<file path="src/design/dsr_pkg.sv">
package dsr_pkg;

  localparam int MAX_WIDTH  = 512;
  localparam int MAX_HEIGHT = 256;
  localparam int FRAC_BITS  = 4;

  localparam int XW          = $clog2(MAX_WIDTH);
  localparam int YW          = $clog2(MAX_HEIGHT);
  localparam int AW          = XW + YW;
  localparam int RAM_DEPTH   = 1 << AW;
  localparam int STORE_WORDS = MAX_WIDTH * MAX_HEIGHT;

  // fixed field widths
  localparam int REQ_W = 2;
  localparam int CX_W  = 13;
  localparam int CY_W  = 12;
  localparam int R_W   = 9;
  localparam int COL_W = 32;
  localparam int PX_W  = 9;
  localparam int PY_W  = 8;
  localparam int CW_W  = 10;
  localparam int CH_W  = 9;
  localparam int CNT_W = 18;
  localparam int CFG_IDX_W = 1;
  localparam int CFG_W     = CW_W;

  localparam logic [CFG_IDX_W-1:0] CFG_CANVAS_WIDTH  = CFG_IDX_W'(0);
  localparam logic [CFG_IDX_W-1:0] CFG_CANVAS_HEIGHT = CFG_IDX_W'(1);

  localparam logic [CW_W-1:0] CW_RESET = CW_W'(320);
  localparam logic [CH_W-1:0] CH_RESET = CH_W'(200);

  localparam logic [REQ_W-1:0] REQ_STAMP = REQ_W'(0);
  localparam logic [REQ_W-1:0] REQ_CLEAR = REQ_W'(1);
  localparam logic [REQ_W-1:0] REQ_READ  = REQ_W'(2);

  localparam int ONE  = 1 << FRAC_BITS;
  localparam int HALF = 1 << (FRAC_BITS - 1);

  // bounding box arithmetic widths
  localparam int BX_W = CX_W + 2;
  localparam int BY_W = CY_W + 2;

  // distance test widths
  localparam int MXW   = (XW + FRAC_BITS > CX_W) ? XW + FRAC_BITS : CX_W;
  localparam int MYW   = (YW + FRAC_BITS > CY_W) ? YW + FRAC_BITS : CY_W;
  localparam int D_W   = ((MXW > MYW) ? MXW : MYW) + 2;
  localparam int SQ_W  = 2 * D_W - 1;
  localparam int SUM_W = SQ_W + 1;
  localparam int R2_W  = 2 * R_W;

  localparam logic [CNT_W-1:0] CLEAR_COUNT = CNT_W'(STORE_WORDS);
  localparam logic [COL_W-1:0] MASK_CLEAR  = {COL_W{1'b1}};
  localparam logic [COL_W-1:0] VIS_CLEAR   = {COL_W{1'b0}};
  localparam logic [23:0]      ERASE_RGB   = 24'hFFFFFF;

  localparam int CQ_DEPTH = 2;
  localparam int CQ_PW    = $clog2(CQ_DEPTH);
  localparam int CQC_W    = $clog2(CQ_DEPTH + 1);
  localparam int RQ_DEPTH = 2;
  localparam int RQ_PW    = $clog2(RQ_DEPTH);
  localparam int RQC_W    = $clog2(RQ_DEPTH + 1);

  typedef enum logic [1:0] {
    OP_NOP,
    OP_STAMP,
    OP_CLEAR,
    OP_READ
  } op_e;

  typedef enum logic [2:0] {
    BS_INIT,
    BS_IDLE,
    BS_STAMP,
    BS_DRAIN,
    BS_CLEAR,
    BS_READ
  } bst_e;

  typedef struct packed {
    op_e              op;
    logic [XW-1:0]    x0;
    logic [XW-1:0]    x1;
    logic [YW-1:0]    y0;
    logic [YW-1:0]    y1;
    logic [CX_W-1:0]  cx;
    logic [CY_W-1:0]  cy;
    logic [R_W-1:0]   r;
    logic [COL_W-1:0] mask_col;
    logic [COL_W-1:0] vis_col;
  } cmd_t;

  typedef struct packed {
    logic [COL_W-1:0] mask_color;
    logic [COL_W-1:0] visual_color;
    logic [CNT_W-1:0] pixels_written;
  } res_t;

endpackage

</file>
<file path="src/design/dsr_front.sv">
module dsr_front import dsr_pkg::*; (
  input  logic                 clk_i,
  input  logic                 rst_ni,
  input  logic                 cfg_we_i,
  input  logic [CFG_IDX_W-1:0] cfg_idx_i,
  input  logic [CFG_W-1:0]     cfg_data_i,
  input  logic                 push_i,
  output logic                 full_o,
  input  logic [REQ_W-1:0]     req_type_i,
  input  logic [CX_W-1:0]      center_x_i,
  input  logic [CY_W-1:0]      center_y_i,
  input  logic [R_W-1:0]       radius_i,
  input  logic [COL_W-1:0]     stamp_color_i,
  input  logic [PX_W-1:0]      pixel_x_i,
  input  logic [PY_W-1:0]      pixel_y_i,
  input  logic                 init_busy_i,
  output logic                 cmd_valid_o,
  output cmd_t                 cmd_o,
  input  logic                 cmd_pop_i
);

  logic [CW_W-1:0] canvas_w_q;
  logic [CH_W-1:0] canvas_h_q;

  cmd_t             cq_q [CQ_DEPTH];
  logic [CQ_PW-1:0] cq_wp_q, cq_rp_q;
  logic [CQC_W-1:0] cq_cnt_q;

  logic accept;
  cmd_t cmd_new;

  logic [BX_W-1:0] bw, xlo, xhi_raw, xhi;
  logic [BY_W-1:0] bh, ylo, yhi_raw, yhi;
  logic            x_ok, y_ok, rd_ok;

  always_ff @(posedge clk_i or negedge rst_ni) begin
    if (!rst_ni) begin
      canvas_w_q <= CW_RESET;
      canvas_h_q <= CH_RESET;
    end else if (cfg_we_i) begin
      unique case (cfg_idx_i)
        CFG_CANVAS_WIDTH:  canvas_w_q <= cfg_data_i;
        CFG_CANVAS_HEIGHT: canvas_h_q <= cfg_data_i[CH_W-1:0];
        default: ;
      endcase
    end
  end

  // clipped bounding box of the disk, in whole pixels
  always_comb begin
    bw = (BX_W'(canvas_w_q) > BX_W'(MAX_WIDTH)) ? BX_W'(MAX_WIDTH) : BX_W'(canvas_w_q);
    bh = (BY_W'(canvas_h_q) > BY_W'(MAX_HEIGHT)) ? BY_W'(MAX_HEIGHT) : BY_W'(canvas_h_q);

    xlo = (BX_W'(center_x_i) < BX_W'(radius_i)) ? '0 :
          ((BX_W'(center_x_i) - BX_W'(radius_i)) >> FRAC_BITS);
    ylo = (BY_W'(center_y_i) < BY_W'(radius_i)) ? '0 :
          ((BY_W'(center_y_i) - BY_W'(radius_i)) >> FRAC_BITS);

    xhi_raw = (BX_W'(center_x_i) + BX_W'(radius_i) + BX_W'(ONE - 1)) >> FRAC_BITS;
    yhi_raw = (BY_W'(center_y_i) + BY_W'(radius_i) + BY_W'(ONE - 1)) >> FRAC_BITS;

    xhi = (xhi_raw > bw - BX_W'(1)) ? bw - BX_W'(1) : xhi_raw;
    yhi = (yhi_raw > bh - BY_W'(1)) ? bh - BY_W'(1) : yhi_raw;

    x_ok  = (bw != '0) && (xlo <= xhi);
    y_ok  = (bh != '0) && (ylo <= yhi);
    rd_ok = (BX_W'(pixel_x_i) < BX_W'(MAX_WIDTH)) && (BY_W'(pixel_y_i) < BY_W'(MAX_HEIGHT));
  end

  always_comb begin
    cmd_new          = '0;
    cmd_new.cx       = center_x_i;
    cmd_new.cy       = center_y_i;
    cmd_new.r        = radius_i;
    cmd_new.mask_col = stamp_color_i;
    cmd_new.vis_col  = (stamp_color_i[31:8] == ERASE_RGB) ? VIS_CLEAR : stamp_color_i;
    cmd_new.x0       = xlo[XW-1:0];
    cmd_new.x1       = xhi[XW-1:0];
    cmd_new.y0       = ylo[YW-1:0];
    cmd_new.y1       = yhi[YW-1:0];
    unique case (req_type_i)
      REQ_STAMP: cmd_new.op = (x_ok && y_ok) ? OP_STAMP : OP_NOP;
      REQ_CLEAR: cmd_new.op = OP_CLEAR;
      REQ_READ: begin
        cmd_new.op = rd_ok ? OP_READ : OP_NOP;
        cmd_new.x0 = XW'(pixel_x_i);
        cmd_new.y0 = YW'(pixel_y_i);
      end
      default: cmd_new.op = OP_NOP;
    endcase
  end

  assign full_o      = (cq_cnt_q == CQC_W'(CQ_DEPTH)) || init_busy_i;
  assign accept      = push_i && !full_o;
  assign cmd_valid_o = (cq_cnt_q != '0);
  assign cmd_o       = cq_q[cq_rp_q];

  always_ff @(posedge clk_i) begin
    if (accept) begin
      cq_q[cq_wp_q] <= cmd_new;
    end
  end

  always_ff @(posedge clk_i or negedge rst_ni) begin
    if (!rst_ni) begin
      cq_wp_q  <= '0;
      cq_rp_q  <= '0;
      cq_cnt_q <= '0;
    end else begin
      if (accept) begin
        cq_wp_q <= (cq_wp_q == CQ_PW'(CQ_DEPTH - 1)) ? '0 : cq_wp_q + CQ_PW'(1);
      end
      if (cmd_pop_i) begin
        cq_rp_q <= (cq_rp_q == CQ_PW'(CQ_DEPTH - 1)) ? '0 : cq_rp_q + CQ_PW'(1);
      end
      cq_cnt_q <= cq_cnt_q + CQC_W'(accept) - CQC_W'(cmd_pop_i);
    end
  end

endmodule

</file>
<file path="config.mk">
export PLATFORM = sky130hd
export DESIGN_NAME = dsr_front
export DESIGN_NICKNAME = d
export VERILOG_FILES = /design/src/design/dsr_pkg.sv /design/src/design/dsr_front.sv
export SDC_FILE = /design/constraint.sdc
export NUM_CORES = 1
export LEC_CHECK = 0
export ABC_CLOCK_PERIOD_IN_PS = 13700
export BUFFER_PORTS_ARGS = -buffer_cell sky130_fd_sc_hd__buf_2
export CELL_PAD_IN_SITES_DETAIL_PLACEMENT = 1
export CELL_PAD_IN_SITES_GLOBAL_PLACEMENT = 1
export CORE_MARGIN = 1
export CORE_UTILIZATION = 50
export CTS_BUF_LIST = sky130_fd_sc_hd__clkbuf_2
export CTS_CLUSTER_SIZE = 24
export DETAILED_ROUTE_END_ITERATION = 12
export PLACE_DENSITY_LB_ADDON = 0.1
export SKIP_LAST_GASP = 1
export SYNTH_ARGS = -nofsm -noshare
export SYNTH_HDL_FRONTEND = slang
export SYNTH_SLANG_ARGS = --single-unit
</file>
<file path="constraint.sdc">
create_clock -name clk_i -period 13.7 [get_ports clk_i]
set_input_delay 2.055 -clock clk_i [delete_from_list [all_inputs] [get_ports clk_i]]
set_output_delay 2.055 -clock clk_i [all_outputs]
set_load 0.02 [all_outputs]
</file>
==> results.md <==
* CTS tree: done
* Avg Synthesized Cell Area at 14.1 um2
* Core region area at 28900 um2
* Dpl hpwl at 25.1 mm
* Largest net degree at the start of global routing at 76
* Clk slew on worst S/H paths at 0.10 ns
* Worst Min Path Start: cq_cnt_q[1]$_DFF_PN0_
* Placement Setup Slack at 5.83 ns
* Crit path launch: radius_i[6]
* Clock Tree Root: clkbuf_2
* Seq pwr share at 0.407
* Leakage at 6.92 nW
* Total track usage at 0.235
* Post-synthesis instance total at 1046
* R2r startpoint: canvas_w_q[9]$_DFFE_PN0P_
* Global-route wire length before repair at 54.7 mm
* DR top layer: met5
* Clock sinks at 291
* Reg-to-Reg End: cq_q[0][132]$_DFFE_PP_
* Setup CP Type: in -> reg
* DR WL met2 at 17.6 mm
* FILL cells at 3016
* Post-Syn Area at 14700 um2
* Post-route ant nets at 0
* Die height at 174 um
* Hold Path Depth at 1
* FF/Latch Area at 8630 um2
* Critical Path AT at 7.74 ns
* Pre-antenna DRT Iters at 5
* Post-route DRC violation count at 0
* Synth Register Bits at 291
* GPL Wtd Cong at 0.867
* Worst Setup End Kind: flop
* CTS Hold Bufs at 0
* Setup_tns at 0 ns
* Worst-Skew Late Latency at 0.85 ns
* Worst Setup Slack, final at 6.61 ns
* Endpoints failing hold at 0
* Crit-path max FO at 18
* Met3 wire length at 1.82 mm
* Layout area overhead at 15.9%
* Clock power share at 0.209
* Routed length on met1 at 14.3 mm
* Comb pwr share at 0.384
* Initial antenna violation count at 4
* Worst R2R Setup Slack at 8.42 ns
* Pint at 1.83 mW
* Outcome: complete, no violations
* Power Density at 171 nW/um2
* Die area at 30100 um2
* Slew headroom at 0.283
* Yosys cell types at 69
* CTS Buf Count at 79
* Routed wire per std cell at 19.3 um
* Horiz. Die Dim at 174 um
* Detail-routed via count per cell at 5.32
* RSZ-0062 raised after global routing: false
* Post-synthesis sequential area ratio at 0.587
* Max Cap Viol at 0
* Setup crit start kind: input port
* Worst r2r path cells at 21
* VDD IR max at 90.9 uV
* Final max-slew violation count at 0
* Total grt overflow at 0
* Share of cells above drive strength 1 at 0.406
* # rows at 62
* Final setup fails at 0
* Post-synth EDFFs at 268
* Vias in the first global route at 10283
* Via count at 9552
* Post-CTS Setup Inserts at 0
* Clock buffer depth at 3
* Starting Density at 0.510
* Final Cycle Share at 0.518
* Sw frac at 0.373
* PostCTS Resize Cnt at 0
* Min-Delay Endpoint: cq_cnt_q[1]$_DFF_PN0_
* Sw Pwr at 1.08 mW
* Most frequent cells in the layout: edfxtp_1 (268), buf_2 (237), mux2_2 (172)
* CP required at 14.35 ns
* Port bufs at 237
* DRT iter0 DRCs at 508
* Clk_skew at 0.0893 ns
* Ys Warns at 0
* Asr flop ratio synth at 0.0790
* # H-tree levels at 3
* Fmax at 0.141 GHz
* I/O Pins at 238
* Worst hold-check path type: reg -> reg
* Synth Flop Type: edfxtp_1
* Worst-margin pin slew at 1.08 ns
* Drt total wl at 34.7 mm
* Final #Nets at 1545
* Commonest non-fill, non-tap cell in the layout: edfxtp_1
* Multi-input combinational cell area at 5690 um2
* Clock period minus worst slack at 7.09 ns
critical path, cell delays in order:
cell and delay [ns]:
buf_2 0.13, inv_1 0.07, ha_1 0.36, inv_1 0.10
ha_1 0.37, a21o_1 0.20, a21o_1 0.18, a311oi_1 0.38
nor3b_1 0.14, xnor2_1 0.33, inv_1 0.09, ha_1 0.30
nand3_1 0.09, o31ai_1 0.31, nand3b_1 0.74, mux2_2 0.55
ha_1 0.32, a21o_1 0.20, a21o_1 0.17, a211oi_1 0.31
o211ai_1 0.14, a22oi_1 0.20
Yosys cell counts (all sizes together), types with 11 or more instances:
master  number  area (um2)
a21o        11        82.6
a21oi       24         120
and2        34         213
clkbuf      20        75.1
dfrtp       18         450
edfxtp     268        8050
ha          95        1190
inv         72         270
mux2       174        1960
mux2i       21         210
nand2       37         141
nand2b      16         100
nand4       14        87.6
nor2        31         119
nor2b       12        75.1
nor3        21         110
o21ai       30         150
xnor2       24         210
sequential cells by signal, indices dropped and copies added (netlist names):
signal and cells:
cq_q 268, cq_rp_q 1, cq_cnt_q 2, canvas_h_q 9, cq_wp_q 1, canvas_w_q 10
cell type report:
| class | instances | area share |
|---|---|---|
| repair buffers | 244 | 0.0727 |
| diodes | 2 | 0.000294 |
| flip-flops and latches | 291 | 0.506 |
| multi-input cells | 659 | 0.334 |
| inverters | 73 | 0.0161 |
| clock inverters | 26 | 0.00866 |
| well taps | 384 | 0.0282 |
| clock buffers | 116 | 0.0341 |
stage by stage:
step                      utilization  instances  instance area [um2]  hold WS, ns  power (mW)
final                           0.591       1795                17100        0.521        2.91
after global routing            0.591       1795                17100        0.555        3.08
after CTS                       0.591       1793                17000        0.519        2.96
after detailed placement        0.565       1651                16300        0.502        2.33
after global placement          0.565       1651                16300        0.490        2.31
after floorplan                     -       1052                14700        0.460        2.01
cell families after synthesis:
family          count (synthesis)  synth area share
compound gates                129            0.0611
xor+xnor                       33            0.0196
fa+ha+maj                      95            0.0808
buf+inv                       102            0.0291
flops                         291             0.587
mux                           195             0.148
other cells                     2          0.000510
simple gates                  199            0.0747
power by group through the flow:
stage          combinational, mW  sequential [mW]  clock, mW
2_1_floorplan              0.821             1.18          0
6_report                    1.12             1.18      0.608
4_1_cts                     1.13             1.19      0.641
5_1_grt                     1.21             1.20      0.678
3_3_place_gp                1.11             1.20          0
3_5_place_dp                1.13             1.21          0
layer usage:
layer / vias to the layer above / global-route usage
met5: - / 0
met4: 2 / 0.0973
met3: 67 / 0.0533
met2: 259 / 0.409
met1: 4667 / 0.279
li1: 4557 / -
worst max-delay path by stage:
stage,cells past startpoint,slack [ns],to
global placement,22,6.04,cq_q[0][132]$_DFFE_PP_
floorplan,3,5.15,cq_q[0][0]$_DFFE_PP_
global route,22,6.25,cq_q[1][132]$_DFFE_PP_
CTS,22,6.75,cq_q[1][132]$_DFFE_PP_
detailed placement,22,5.83,cq_q[1][132]$_DFFE_PP_
finish,22,6.61,cq_q[0][132]$_DFFE_PP_
No activity file was read; power rests on OpenSTA's default activity.
